File: src/sv/trle_pkg.sv
`timescale 1ns / 1ps
// Shared types and constants of the TGA run-length pixel decoder.
package trle_pkg;

  // Configuration port
  localparam int CFG_IDX_W  = 3;
  localparam int CFG_DATA_W = 13;

  localparam logic [CFG_IDX_W-1:0] REG_IMAGE_WIDTH     = 3'd0;
  localparam logic [CFG_IDX_W-1:0] REG_IMAGE_HEIGHT    = 3'd1;
  localparam logic [CFG_IDX_W-1:0] REG_BYTES_PER_PIXEL = 3'd2;
  localparam logic [CFG_IDX_W-1:0] REG_RLE_MODE        = 3'd3;
  localparam logic [CFG_IDX_W-1:0] REG_TOP_DOWN        = 3'd4;
  localparam logic [CFG_IDX_W-1:0] REG_ID_SKIP         = 3'd5;

  localparam int DIM_REG_W = 13;
  localparam int BPP_W     = 3;
  localparam logic [BPP_W-1:0] BPP_RESET = 3'd3;
  localparam logic [BPP_W-1:0] BPP_FOUR  = 3'd4;

  // Input item kinds
  localparam logic FN_DATA = 1'b0;
  localparam logic FN_TICK = 1'b1;

  // Output stream layout
  localparam int ADDR_W   = 26;
  localparam int TDATA_W  = 64;
  localparam int PAD_W    = TDATA_W - 4 * 8 - ADDR_W - 1;
  localparam int PEND_BIT = 4 * 8 + ADDR_W;

  typedef enum logic [1:0] {
    ST_PIXEL     = 2'd0,
    ST_DROP_RUN  = 2'd1,
    ST_AFTER_END = 2'd2
  } status_t;

  // Result fields that do not depend on the image size
  typedef struct packed {
    logic [31:0] colour;   // B, G, R, A from the low byte up
    logic        last;
    logic        pending;
    status_t     status;
  } entry_info_t;

endpackage

File: src/sv/trle_front.sv
`timescale 1ns / 1ps
// Front end: configuration registers, ID skip, packet parsing and pixel assembly.
module trle_front #(
  parameter int MAX_DIM = 4096,
  parameter int CNT_W   = $clog2(MAX_DIM),
  parameter int DIM_W   = $clog2(MAX_DIM + 1)
) (
  input  logic                             clk,
  input  logic                             rst,
  input  logic                             cfg_we,
  input  logic [trle_pkg::CFG_IDX_W-1:0]   cfg_index,
  input  logic [trle_pkg::CFG_DATA_W-1:0]  cfg_wdata,
  input  logic                             in_valid,
  output logic                             in_ready,
  input  logic                             in_func,
  input  logic [7:0]                       in_byte,
  output logic                             q_push,
  input  logic                             q_ready,
  output trle_pkg::entry_info_t            q_info,
  output logic [CNT_W-1:0]                 q_x,
  output logic [CNT_W-1:0]                 q_row,
  output logic [DIM_W-1:0]                 dim_w,
  output logic                             four_comp
);
  import trle_pkg::*;

  // Configuration registers
  logic [DIM_REG_W-1:0] image_width;
  logic [DIM_REG_W-1:0] image_height;
  logic [BPP_W-1:0]     bytes_per_pixel;
  logic                 rle_mode;
  logic                 top_down;
  logic [7:0]           id_skip;

  // Decoding state
  logic [7:0]       skip_left, skip_left_next;
  logic [1:0]       phase, phase_next;
  logic             exp_hdr, exp_hdr_next;
  logic             run_flag, run_flag_next;
  logic [7:0]       packet_left, packet_left_next;
  logic [31:0]      colour, colour_next;
  logic [CNT_W-1:0] col_cnt, col_cnt_next;
  logic [CNT_W-1:0] row_cnt, row_cnt_next;
  logic             done, done_next;
  logic             run_ready, run_ready_next;

  logic             restart;
  logic [7:0]       skip_load;
  logic             accept;
  logic             emit;
  logic [31:0]      pix;
  logic [7:0]       pl_dec;
  logic [1:0]       last_phase;
  logic [31:0]      w_ext, h_ext;
  logic [DIM_W-1:0] dim_h;
  logic [DIM_W-1:0] x_inc, y_inc;
  logic             row_end, is_last;

  // Clamp the image size and pick the component count
  always_comb begin
    w_ext = 32'(image_width);
    h_ext = 32'(image_height);
    if (w_ext == 32'd0) begin
      dim_w = DIM_W'(1);
    end else if (w_ext > 32'(MAX_DIM)) begin
      dim_w = DIM_W'(MAX_DIM);
    end else begin
      dim_w = DIM_W'(w_ext);
    end
    if (h_ext == 32'd0) begin
      dim_h = DIM_W'(1);
    end else if (h_ext > 32'(MAX_DIM)) begin
      dim_h = DIM_W'(MAX_DIM);
    end else begin
      dim_h = DIM_W'(h_ext);
    end
  end

  assign four_comp  = (bytes_per_pixel == BPP_FOUR);
  assign last_phase = four_comp ? 2'd3 : 2'd2;

  assign in_ready = q_ready;
  assign accept   = in_valid && in_ready;

  // Position of the current pixel
  assign x_inc   = DIM_W'(col_cnt) + DIM_W'(1);
  assign y_inc   = DIM_W'(row_cnt) + DIM_W'(1);
  assign row_end = (x_inc >= dim_w);
  assign is_last = row_end && (y_inc >= dim_h);

  // Any valid register write restarts decoding
  assign restart   = rst || (cfg_we && (cfg_index <= REG_ID_SKIP));
  assign skip_load = rst ? 8'd0 :
                     (cfg_index == REG_ID_SKIP) ? cfg_wdata[7:0] : id_skip;

  // Classify the transaction and work out the next state
  always_comb begin
    skip_left_next   = skip_left;
    phase_next       = phase;
    exp_hdr_next     = exp_hdr;
    run_flag_next    = run_flag;
    packet_left_next = packet_left;
    colour_next      = colour;
    col_cnt_next     = col_cnt;
    row_cnt_next     = row_cnt;
    done_next        = done;
    run_ready_next   = run_ready;
    emit             = 1'b0;
    pix              = colour;
    pl_dec           = packet_left - 8'd1;
    q_push           = 1'b0;
    q_info           = '0;
    q_x              = '0;
    q_row            = '0;

    if (accept) begin
      if (in_func == FN_TICK) begin
        // Release one more pixel of a pending run
        if (!done && run_ready) begin
          packet_left_next = pl_dec;
          if (pl_dec == 8'd0) begin
            run_ready_next = 1'b0;
            exp_hdr_next   = 1'b1;
          end
          emit = 1'b1;
        end
      end else if (done) begin
        q_push        = 1'b1;
        q_info.status = ST_AFTER_END;
      end else if (run_ready) begin
        q_push         = 1'b1;
        q_info.status  = ST_DROP_RUN;
        q_info.pending = 1'b1;
      end else if (skip_left != 8'd0) begin
        skip_left_next = skip_left - 8'd1;
      end else if (rle_mode && exp_hdr) begin
        // Packet header: run bit and pixel count minus one
        run_flag_next    = in_byte[7];
        packet_left_next = {1'b0, in_byte[6:0]};
        exp_hdr_next     = 1'b0;
        phase_next       = 2'd0;
      end else begin
        // Colour component
        case (phase)
          2'd0:    pix[7:0]   = in_byte;
          2'd1:    pix[15:8]  = in_byte;
          2'd2:    pix[23:16] = in_byte;
          default: pix[31:24] = in_byte;
        endcase
        if (phase == last_phase) begin
          phase_next = 2'd0;
          if (!four_comp) begin
            pix[31:24] = 8'd0;
          end
          if (rle_mode) begin
            if (packet_left == 8'd0) begin
              exp_hdr_next = 1'b1;
            end else if (run_flag) begin
              run_ready_next = 1'b1;
            end else begin
              packet_left_next = pl_dec;
            end
          end
          emit = 1'b1;
        end else begin
          phase_next = phase + 2'd1;
        end
        colour_next = pix;
      end
    end

    // Emit the held colour and advance the raster position
    if (emit) begin
      q_push        = 1'b1;
      q_info.status = ST_PIXEL;
      q_info.colour = four_comp ? pix : {8'd0, pix[23:0]};
      q_info.last   = is_last;
      q_x           = col_cnt;
      q_row         = top_down ? row_cnt :
                      CNT_W'(dim_h - DIM_W'(1) - DIM_W'(row_cnt));
      if (is_last) begin
        done_next      = 1'b1;
        run_ready_next = 1'b0;
      end else if (row_end) begin
        col_cnt_next = '0;
        row_cnt_next = CNT_W'(y_inc);
      end else begin
        col_cnt_next = CNT_W'(x_inc);
      end
      q_info.pending = run_ready_next;
    end
  end

  // Configuration writes
  always_ff @(posedge clk) begin
    if (rst) begin
      image_width     <= DIM_REG_W'(1);
      image_height    <= DIM_REG_W'(1);
      bytes_per_pixel <= BPP_RESET;
      rle_mode        <= 1'b0;
      top_down        <= 1'b0;
      id_skip         <= 8'd0;
    end else if (cfg_we) begin
      case (cfg_index)
        REG_IMAGE_WIDTH:     image_width     <= cfg_wdata[DIM_REG_W-1:0];
        REG_IMAGE_HEIGHT:    image_height    <= cfg_wdata[DIM_REG_W-1:0];
        REG_BYTES_PER_PIXEL: bytes_per_pixel <= cfg_wdata[BPP_W-1:0];
        REG_RLE_MODE:        rle_mode        <= cfg_wdata[0];
        REG_TOP_DOWN:        top_down        <= cfg_wdata[0];
        REG_ID_SKIP:         id_skip         <= cfg_wdata[7:0];
        default: ;
      endcase
    end
  end

  // Decoding state
  always_ff @(posedge clk) begin
    if (restart) begin
      skip_left   <= skip_load;
      phase       <= 2'd0;
      exp_hdr     <= 1'b1;
      run_flag    <= 1'b0;
      packet_left <= 8'd0;
      colour      <= 32'd0;
      col_cnt     <= '0;
      row_cnt     <= '0;
      done        <= 1'b0;
      run_ready   <= 1'b0;
    end else begin
      skip_left   <= skip_left_next;
      phase       <= phase_next;
      exp_hdr     <= exp_hdr_next;
      run_flag    <= run_flag_next;
      packet_left <= packet_left_next;
      colour      <= colour_next;
      col_cnt     <= col_cnt_next;
      row_cnt     <= row_cnt_next;
      done        <= done_next;
      run_ready   <= run_ready_next;
    end
  end

  a_no_run_after_end: assert property (@(posedge clk) disable iff (rst)
    !(done && run_ready))
    else $error("run pending after the final pixel");

  a_phase_in_range: assert property (@(posedge clk) disable iff (rst)
    !four_comp |-> (phase != 2'd3))
    else $error("component phase beyond three-byte pixel");

endmodule

File: src/sv/trle_queue.sv
`timescale 1ns / 1ps
// Short register queue between the front end and the address back end.
module trle_queue #(
  parameter int WIDTH = 8,
  parameter int DEPTH = 4
) (
  input  logic             clk,
  input  logic             rst,
  input  logic             push,
  input  logic [WIDTH-1:0] push_data,
  output logic             not_full,
  input  logic             pop,
  output logic             head_valid,
  output logic [WIDTH-1:0] head_data
);
  localparam int PTR_W = (DEPTH > 1) ? $clog2(DEPTH) : 1;
  localparam int CNT_W = $clog2(DEPTH + 1);

  logic [WIDTH-1:0] entries [DEPTH];
  logic [PTR_W-1:0] wr_ptr;
  logic [PTR_W-1:0] rd_ptr;
  logic [CNT_W-1:0] count;
  logic             do_push;
  logic             do_pop;

  assign not_full   = (count != CNT_W'(DEPTH));
  assign head_valid = (count != '0);
  assign head_data  = entries[rd_ptr];
  assign do_push    = push && not_full;
  assign do_pop     = pop && head_valid;

  // Store the pushed entry
  always_ff @(posedge clk) begin
    if (do_push) begin
      entries[wr_ptr] <= push_data;
    end
  end

  // Advance pointers and occupancy
  always_ff @(posedge clk) begin
    if (rst) begin
      wr_ptr <= '0;
      rd_ptr <= '0;
      count  <= '0;
    end else begin
      if (do_push) begin
        wr_ptr <= (wr_ptr == PTR_W'(DEPTH - 1)) ? '0 : wr_ptr + PTR_W'(1);
      end
      if (do_pop) begin
        rd_ptr <= (rd_ptr == PTR_W'(DEPTH - 1)) ? '0 : rd_ptr + PTR_W'(1);
      end
      if (do_push && !do_pop) begin
        count <= count + CNT_W'(1);
      end else if (do_pop && !do_push) begin
        count <= count - CNT_W'(1);
      end
    end
  end

  a_count_bound: assert property (@(posedge clk) disable iff (rst)
    count <= CNT_W'(DEPTH))
    else $error("queue occupancy above depth");

endmodule

File: src/sv/trle_back.sv
`timescale 1ns / 1ps
// Back end: byte address computation and the registered output stage.
module trle_back #(
  parameter int CNT_W = 12,
  parameter int DIM_W = 13
) (
  input  logic                          clk,
  input  logic                          rst,
  input  logic                          q_valid,
  output logic                          q_pop,
  input  trle_pkg::entry_info_t         q_info,
  input  logic [CNT_W-1:0]              q_x,
  input  logic [CNT_W-1:0]              q_row,
  input  logic [DIM_W-1:0]              dim_w,
  input  logic                          four_comp,
  output logic                          m_tvalid,
  input  logic                          m_tready,
  output logic [trle_pkg::TDATA_W-1:0]  m_tdata,
  output logic                          m_tlast,
  output logic [1:0]                    m_tuser
);
  import trle_pkg::*;

  localparam int PROD_W = CNT_W + DIM_W;
  localparam int SUM_W  = PROD_W + 1;
  localparam int SCL_W  = SUM_W + 2;
  localparam int AW     = (SCL_W > ADDR_W) ? SCL_W : ADDR_W;

  logic              s1_valid;
  entry_info_t       s1_info;
  logic [CNT_W-1:0]  s1_x;
  logic [PROD_W-1:0] s1_prod;
  logic              s1_load;
  logic              s2_load;
  logic [SUM_W-1:0]  sum;
  logic [AW-1:0]     scaled;
  logic [ADDR_W-1:0] addr;

  // Stage handshakes
  assign s2_load = s1_valid && (!m_tvalid || m_tready);
  assign s1_load = q_valid && (!s1_valid || s2_load);
  assign q_pop   = s1_load;

  // Pixel offset times three or four components
  assign sum    = SUM_W'(s1_prod) + SUM_W'(s1_x);
  assign scaled = four_comp ? (AW'(sum) << 2) : ((AW'(sum) << 1) + AW'(sum));
  assign addr   = scaled[ADDR_W-1:0];

  // Stage one: row times width
  always_ff @(posedge clk) begin
    if (rst) begin
      s1_valid <= 1'b0;
    end else if (s1_load) begin
      s1_valid <= 1'b1;
    end else if (s2_load) begin
      s1_valid <= 1'b0;
    end
  end

  always_ff @(posedge clk) begin
    if (s1_load) begin
      s1_info <= q_info;
      s1_x    <= q_x;
      s1_prod <= PROD_W'(q_row) * PROD_W'(dim_w);
    end
  end

  // Output register
  always_ff @(posedge clk) begin
    if (rst) begin
      m_tvalid <= 1'b0;
    end else if (s2_load) begin
      m_tvalid <= 1'b1;
    end else if (m_tready) begin
      m_tvalid <= 1'b0;
    end
  end

  always_ff @(posedge clk) begin
    if (s2_load) begin
      m_tdata <= {{PAD_W{1'b0}}, s1_info.pending, addr,
                  s1_info.colour[31:24], s1_info.colour[7:0],
                  s1_info.colour[15:8], s1_info.colour[23:16]};
      m_tlast <= s1_info.last;
      m_tuser <= s1_info.status;
    end
  end

  a_flag_is_blank: assert property (@(posedge clk) disable iff (rst)
    (m_tvalid && (m_tuser != ST_PIXEL)) |-> (m_tdata[PEND_BIT-1:0] == '0))
    else $error("flagged result carries pixel data");

  a_last_not_pending: assert property (@(posedge clk) disable iff (rst)
    (m_tvalid && m_tlast) |-> !m_tdata[PEND_BIT])
    else $error("final pixel reports run pixels pending");

endmodule

File: src/sv/tga_rle_pixel_decoder.sv
`timescale 1ns / 1ps
// Top level of the TGA true-colour raw / run-length pixel decoder.
//
//  channel  dir  handshake           payload
//  s_*      in   s_tvalid/s_tready   tdata: data_byte; tuser: func
//  m_*      out  m_tvalid/m_tready   tdata: pixel, address, pending; tlast; tuser
//  cfg_*    in   cfg_we              cfg_index selects register, cfg_wdata value
//
// One transaction per cycle is taken while the queue is not full; the front end
// decodes in the cycle of acceptance; the multiply for the row offset and the
// output register follow the four-entry queue.
// s_tready drops only while the queue is full, so a stalled output blocks input
// after the queue and the two pipeline registers fill.
// rst (synchronous) and any valid register write restart decoding.
module tga_rle_pixel_decoder #(
  parameter int MAX_DIM     = 4096,
  parameter int QUEUE_DEPTH = 4
) (
  input  logic                            clk,
  input  logic                            rst,
  input  logic                            s_tvalid,
  output logic                            s_tready,
  input  logic [7:0]                      s_tdata,   // [7:0] data_byte
  input  logic [0:0]                      s_tuser,   // [0] func
  output logic                            m_tvalid,
  input  logic                            m_tready,
  // [7:0] red, [15:8] green, [23:16] blue, [31:24] alpha,
  // [57:32] byte_address, [58] more_pending, [63:59] zero
  output logic [trle_pkg::TDATA_W-1:0]    m_tdata,
  output logic                            m_tlast,   // last_pixel
  output logic [1:0]                      m_tuser,   // [1:0] status
  input  logic                            cfg_we,
  input  logic [trle_pkg::CFG_IDX_W-1:0]  cfg_index,
  input  logic [trle_pkg::CFG_DATA_W-1:0] cfg_wdata
);
  import trle_pkg::*;

  localparam int CNT_W   = $clog2(MAX_DIM);
  localparam int DIM_W   = $clog2(MAX_DIM + 1);
  localparam int ENTRY_W = $bits(entry_info_t) + 2 * CNT_W;

  logic             q_push;
  logic             q_not_full;
  entry_info_t      f_info;
  logic [CNT_W-1:0] f_x;
  logic [CNT_W-1:0] f_row;
  logic [DIM_W-1:0] dim_w;
  logic             four_comp;
  logic             q_pop;
  logic             q_valid;
  logic [ENTRY_W-1:0] q_head;
  entry_info_t      b_info;
  logic [CNT_W-1:0] b_x;
  logic [CNT_W-1:0] b_row;

  trle_front #(
    .MAX_DIM (MAX_DIM),
    .CNT_W   (CNT_W),
    .DIM_W   (DIM_W)
  ) u_front (
    .clk       (clk),
    .rst       (rst),
    .cfg_we    (cfg_we),
    .cfg_index (cfg_index),
    .cfg_wdata (cfg_wdata),
    .in_valid  (s_tvalid),
    .in_ready  (s_tready),
    .in_func   (s_tuser[0]),
    .in_byte   (s_tdata),
    .q_push    (q_push),
    .q_ready   (q_not_full),
    .q_info    (f_info),
    .q_x       (f_x),
    .q_row     (f_row),
    .dim_w     (dim_w),
    .four_comp (four_comp)
  );

  trle_queue #(
    .WIDTH (ENTRY_W),
    .DEPTH (QUEUE_DEPTH)
  ) u_queue (
    .clk        (clk),
    .rst        (rst),
    .push       (q_push),
    .push_data  ({f_info, f_x, f_row}),
    .not_full   (q_not_full),
    .pop        (q_pop),
    .head_valid (q_valid),
    .head_data  (q_head)
  );

  // Unpack the queue head
  assign {b_info, b_x, b_row} = q_head;

  trle_back #(
    .CNT_W (CNT_W),
    .DIM_W (DIM_W)
  ) u_back (
    .clk       (clk),
    .rst       (rst),
    .q_valid   (q_valid),
    .q_pop     (q_pop),
    .q_info    (b_info),
    .q_x       (b_x),
    .q_row     (b_row),
    .dim_w     (dim_w),
    .four_comp (four_comp),
    .m_tvalid  (m_tvalid),
    .m_tready  (m_tready),
    .m_tdata   (m_tdata),
    .m_tlast   (m_tlast),
    .m_tuser   (m_tuser)
  );

endmodule

File: config.mk
export PLATFORM = sky130hd
export DESIGN_NAME = tga_rle_pixel_decoder
export DESIGN_NICKNAME = d
export VERILOG_FILES = /design/src/sv/trle_pkg.sv /design/src/sv/trle_front.sv /design/src/sv/trle_queue.sv /design/src/sv/trle_back.sv /design/src/sv/tga_rle_pixel_decoder.sv
export SDC_FILE = /design/constraint.sdc
export NUM_CORES = 1
export LEC_CHECK = 0
export BUFFER_PORTS_ARGS = -buffer_cell sky130_fd_sc_hd__buf_4
export CAP_MARGIN = 10
export CORE_AREA = 2 2 267 269
export DETAILED_ROUTE_END_ITERATION = 6
export DIE_AREA = 0 0 269 271
export MAX_ROUTING_LAYER = met4
export PLACE_DENSITY_LB_ADDON = 0.08
export SETUP_SLACK_MARGIN = 0.05
export SYNTH_ARGS = -nofsm -noshare
export SYNTH_HDL_FRONTEND = slang
export SYNTH_SLANG_ARGS = --single-unit
export TNS_END_PERCENT = 1
File: constraint.sdc
create_clock -name clk -period 8.6 [get_ports clk]
set_input_delay 0.43 -clock clk [delete_from_list [all_inputs] [get_ports clk]]
set_output_delay 0.43 -clock clk [all_outputs]
set_load 0.02 [all_outputs]
== Word-level counts from Yosys, hierarchy flattened ==
Memory sizes are Yosys's and may differ from the RTL's. A register that Yosys moved wholly into a read port is not among the register bits.
Index checks and enable logic that the tools add are counted.

* Flip-flop bits (word level): 261
* RAM bits: 240
* Bits of input ports: 30
* Output and inout bits: 69
* Logic and storage cells: 225
* Memories: 1

* Add/subtract/negate cells: 13
* $mul: 1
* $lt $le $gt $ge: 5
* Equal/unequal tests: 22
* Multiplexer cells: 98
* Bitwise gates (word level): 5
* Reduce and logical (&&, ||, !) cells: 49

{| class="wikitable"
|+ Memories
! name !! depth !! bits a word !! rd ports !! clocked after Yosys merged registers in !! wr ports !! line !! text
|-
| u_queue.entries || 4 || 60 || 1 || 1 || 1 || trle_queue.sv:19 || <nowiki>logic [WIDTH-1:0] entries [DEPTH];</nowiki>
|}

{| class="wikitable"
|+ Operators by type and width
! cell !! number
|-
| $mux 32 || 7
|-
| $mux 8 || 24
|-
| $mux 13 || 4
|-
| $mux 12 || 4
|-
| $mux 1 || 45
|-
| $mux 36 || 1
|-
| $add 12x1->13 const B || 2
|-
| $add 25x12->26 || 1
|-
| $add 26x26->26 || 1
|-
| $ge 13x13->1 || 2
|-
| $gt 13x13->1 const B || 2
|-
| $logic_not 13->1 || 2
|-
| $mux 26 || 1
|-
| $mul 12x13->25 || 1
|-
| $reduce_and 9->1 || 2
|-
| $logic_not 8->1 || 2
|-
| $sub 8x1->8 const B || 2
|-
| $mux 3 || 5
|-
| $mux 2 || 7
|-
| $reduce_and 2->1 || 7
|-
| $reduce_bool 3->1 || 4
|-
| $sub 12x1->12 const B || 1
|-
| $sub 12x12->12 || 1
|-
| $logic_and 1x1->1 || 11
|-
| other kinds (25) || 54
|}

== Depth between registers and ports, before layout ==
* Depth after elaboration: 16
* Mapped depth: 26
* Gate-level depth less buffers: 23

== Modules after synthesis ==
A second synthesis with hierarchy kept.

* Cell total of the unflattened synthesis: 2423
* Area total of the unflattened synthesis: 28294.6 µm²

{| class="wikitable"
|+ By module, submodules not included
! module !! times used !! cells an instance !! area an instance (µm²) !! seq. area each (µm²)
|-
| trle_back || 1 || 1133 || 11910.2 || 4093.9
|-
| trle_queue || 1 || 362 || 9102.5 || 7387.1
|-
| trle_front || 1 || 928 || 7282.0 || 2422.3
|}

== Worst setup path before layout ==
No wires, ideal clock.

* Kind: flip-flop to flip-flop
* Start: reg with a tool-made name
* End: reg u_back.s1_prod[24] (data pin)
* Library setup time: 258 ps
* Arrival: 6350 ps
* Data required time: 8342 ps
* Path slack: 1993 ps
* Stages on the path, launching flop included: 26
* Buffers on the path: 4
* Clock period less this slack: 6607 ps
* Cells stage by stage: dfxtp_1 -> clkbuf_1 -> buf_1 -> clkbuf_1 -> nand2_1 -> o21ai_1 -> nor2_1 -> fa_1 -> inv_1 -> fa_1 -> inv_1 -> fa_1 -> fa_1 -> inv_1 -> fa_1 -> inv_1 -> ha_1 -> clkbuf_1 -> nand4_1 -> a211oi_1 -> o21ai_0 -> a31oi_1 -> a41oi_1 -> a21boi_0 -> o22a_1 -> xnor2_1

{| class="wikitable"
|+ RTL lines
! element !! line !! text
|-
| end signal: assignment || trle_back.sv:64 || <nowiki>s1_prod <= PROD_W'(q_row) * PROD_W'(dim_w);</nowiki>
|-
| end: declaration || trle_back.sv:32 || <nowiki>logic [PROD_W-1:0] s1_prod;</nowiki>
|}

==> impl_metrics.py <==
metrics = {
    "yosys": {
        "ys.flop_type": "edfxtp_1",
        "yosysSeqAreaShare": 0.502,
        "yosysWarnings": 0,
        "synth_area_mm2": 0.0277,
        "yosysUniqueCellTypes": 73,
        "async_flop_share": 0,
        "synth-seq-cells": 503,
        "synth-edff-count": 383,
        "avgSynthCellArea_um2": 11.5,
        "synthCells": 2399,
    },
    "detailed_routing": {
        "wl_per_cell_um": 19.0,
        "routed_via_density": 5.16,
        "ant_nets": 0,
        "routed_wl_mm": 66.1,
        "drc": 0,
        "first_iter_violations": 1192,
        "num_vias": 17900,
        "dr.pass1.iters": 5,
    },
    "cts": {
        "cts.sinks": 503,
        "cts_inserted_buffers": 55,
        "path_clk_slew_ns": 0.07,
        "cts_resized": 0,
        "clock-root-buffer": "clkbuf_16",
        "post-cts-setup-buffers": 0,
        "cts_buffer_depth": 3,
        "hold_buffers": 0,
        "insertion_delay_ns": 0.62,
        "htree_levels": 2,
        "cts_tree": "built",
    },
    "grt": {
        "grt_pass1_wl_mm": 103,
        "grt_antenna_before_repair": 0,
        "overflow": 0,
        "grt_pass1_vias": 18200,
        "grt_max_degree": 62,
        "grt_usage": 0.188,
    },
    "sta": {
        "fin_hold_ws_ns": 0.0721,
        "maxSlewHeadroom": 0.288,
        "fmax_mhz": 146,
        "setup_slack_ns": 1.74,
        "hold_viol": 0,
        "slew_violations": 0,
        "tns_ns": 0,
        "setup_viol": 0,
        "tightest_slew_ns": 1.06,
        "fin_crit_sh": 0.798,
        "fin_worst_skew_ns": 0.0229,
        "layout_min_cycle_time_ns": 6.86,
        "rsz0062_at_grt": "no",
    },
    "critical_path": {
        "arrival_ns": 7.23,
        "r2r_end": "u_back.s1_prod[24]",
        "cp-endpoint": "u_back.s1_prod[24]",
        "reg2regPathDepth": 20,
        "end_kind": "register",
        "startpoint_type": "register",
        "worstPathMaxFanout": 37,
        "critical_path_required_ns": 8.97,
        "crit_type": "register to register",
        "rrSetupSlack_ns": 1.74,
    },
    "placed_design": {
        "hpwlAfterDp_mm": 46.5,
        "gp_congestion": 0.872,
        "dpl_cell_area_mm2": 0.0294,
        "place_ws_ns": 1.66,
        "port-buffer-count": 93,
    },
    "finish": {
        "layout_common_cells": "edfxtp_1 (383), nand2_1 (288), inv_1 (218), nor2_1 (200), ha_1 (153)",
        "antenna_cells": 0,
        "area_delta_synth_final_pct": 13.0,
        "finalInstanceArea_mm2": 0.0313,
        "layout-drive-gt1-share": 0.116,
        "final_common_cell": "edfxtp_1",
        "nets": 2782,
    },
    "power": {
        "peakVddDrop_mv": 0.216,
        "powerDensity_mw_per_mm2": 288,
        "totalPowerFinal_w": 0.00900,
        "p_leak_nw": 12.1,
    },
    "flow_run": {
        "drv_cap": 0,
    },
    "floorplanning": {
        "die_h_um": 271,
        "initial_core_util": 0.397,
        "row_count": 97,
        "coreArea_mm2": 0.0698,
        "io_pins": 99,
        "dieArea_mm2": 0.0729,
        "die_x_um": 269,
    },
    "status": {
        "status": "completed",
    },
    "min_path": {
        "min_path_type": "primary input to register",
    },
}
synth_stat cells, types with 9 or more instances:
cell / number / area (um^2)
o211ai_1: 19 / 143
ha_1: 153 / 1910
a21oi_1: 120 / 601
mux4_2: 55 / 1240
and3_1: 29 / 181
a211oi_1: 14 / 105
nor3_1: 45 / 225
o21ai_0: 67 / 335
and2_1: 36 / 225
inv_1: 218 / 818
nor4_1: 18 / 113
mux2_2: 10 / 113
or3_1: 11 / 68.8
nand2b_1: 16 / 100
a211o_1: 9 / 78.8
nand3_1: 42 / 210
nor2b_1: 28 / 175
nor2_1: 200 / 751
xor2_1: 28 / 245
buf_1: 14 / 52.6
fa_1: 114 / 2280
xnor2_1: 58 / 508
clkbuf_1: 65 / 244
nand2_1: 288 / 1080
dfxtp_1: 120 / 2400
edfxtp_1: 383 / 11500
a21o_1: 30 / 225
mux2i_1: 51 / 510
o21a_1: 14 / 105
a31oi_1: 12 / 75.1
cells by family (layout without fill, tap and decap cells):
group | count (synthesis) | after routing | share of synthesized area
buffers and inverters | 304 | 433 | 0.0423
other | 1 | 5 | 0.000135
DFF | 503 | 503 | 0.502
and+or+nand+nor | 755 | 755 | 0.126
xor gates and xnor gates | 86 | 86 | 0.0272
AOI/OAI and AO/OA | 367 | 367 | 0.0842
muxes | 116 | 116 | 0.0672
adders and majority gates | 267 | 267 | 0.152
power by group:
group,internal (W),switching [W]
combinational,0.00135,0.00188
sequential,0.00317,0.000181
clock,0.00142,0.000992
worst min-delay path by stage:
stage	from	to	slack (ns)	cells after the start
5_1_grt	cfg_wdata[10]	u_front.image_width[10]	0.05	3
2_1_floorplan	u_back.s1_info[20]	u_back.m_tdata[0]	0.40	0
6_report	cfg_wdata[10]	u_front.image_width[10]	0.07	3
3_3_place_gp	u_back.s1_info[23]	u_back.m_tdata[3]	0.40	0
4_1_cts	cfg_wdata[10]	u_front.image_width[10]	0.04	3
3_5_place_dp	u_back.s1_info[21]	u_back.m_tdata[1]	0.40	0
cell type report:
type,count,area (um^2)
fillers,6464,38500
flip-flops and latches,503,13900
multi-input cells,1596,12700
clock buffers,78,1590
well taps,940,1180
repair buffers,111,833
inverters,218,818
clock inverters,26,289
per-layer routing:
metal  wire length [um]  track usage  vias up  share of wire
met4               1380       0.0455        0          0.021
met1              31100        0.255     8884           0.47
met5                  0            -        -              0
met2              31300        0.300      294           0.47
li1                   -            -     8664              -
met3               2360       0.0263       84          0.036
stage by stage:
step | utilization | instances
2_1_floorplan | - | 2403
4_1_cts | 0.449 | 3472
6_report | 0.449 | 3472
5_1_grt | 0.449 | 3472
3_3_place_gp | 0.422 | 3368
3_5_place_dp | 0.422 | 3368
registers in the layout, indices dropped and copies added (netlist names), 3 cells and up, named ones only:
register                 cells
u_front.colour              32
u_queue.entries            240
u_back.s1_x                 12
u_front.packet_left          8
u_front.bytes_per_pixel      3
u_front.col_cnt             12
u_queue.count                3
u_front.id_skip              8
u_back.s1_prod              25
u_front.image_width         13
u_back.s1_info              36
u_back.m_tdata              59
u_front.image_height        13
u_front.skip_left            8
u_front.row_cnt             12
critical path: stages, from the launching register on:
cell,delay [ns]
dfxtp_4,0.79
mux4_2,0.74
and2_1,0.21
fa_1,0.51
inv_1,0.06
fa_1,0.53
inv_1,0.05
fa_1,0.48
fa_1,0.50
inv_1,0.05
fa_1,0.47
inv_1,0.04
ha_1,0.39
nand4_1,0.14
a211oi_1,0.45
o21ai_0,0.26
a31oi_1,0.26
a41oi_1,0.20
a21boi_0,0.24
o22a_1,0.18
xnor2_1,0.06
Note: power is estimated with default switching activity, not from simulation.
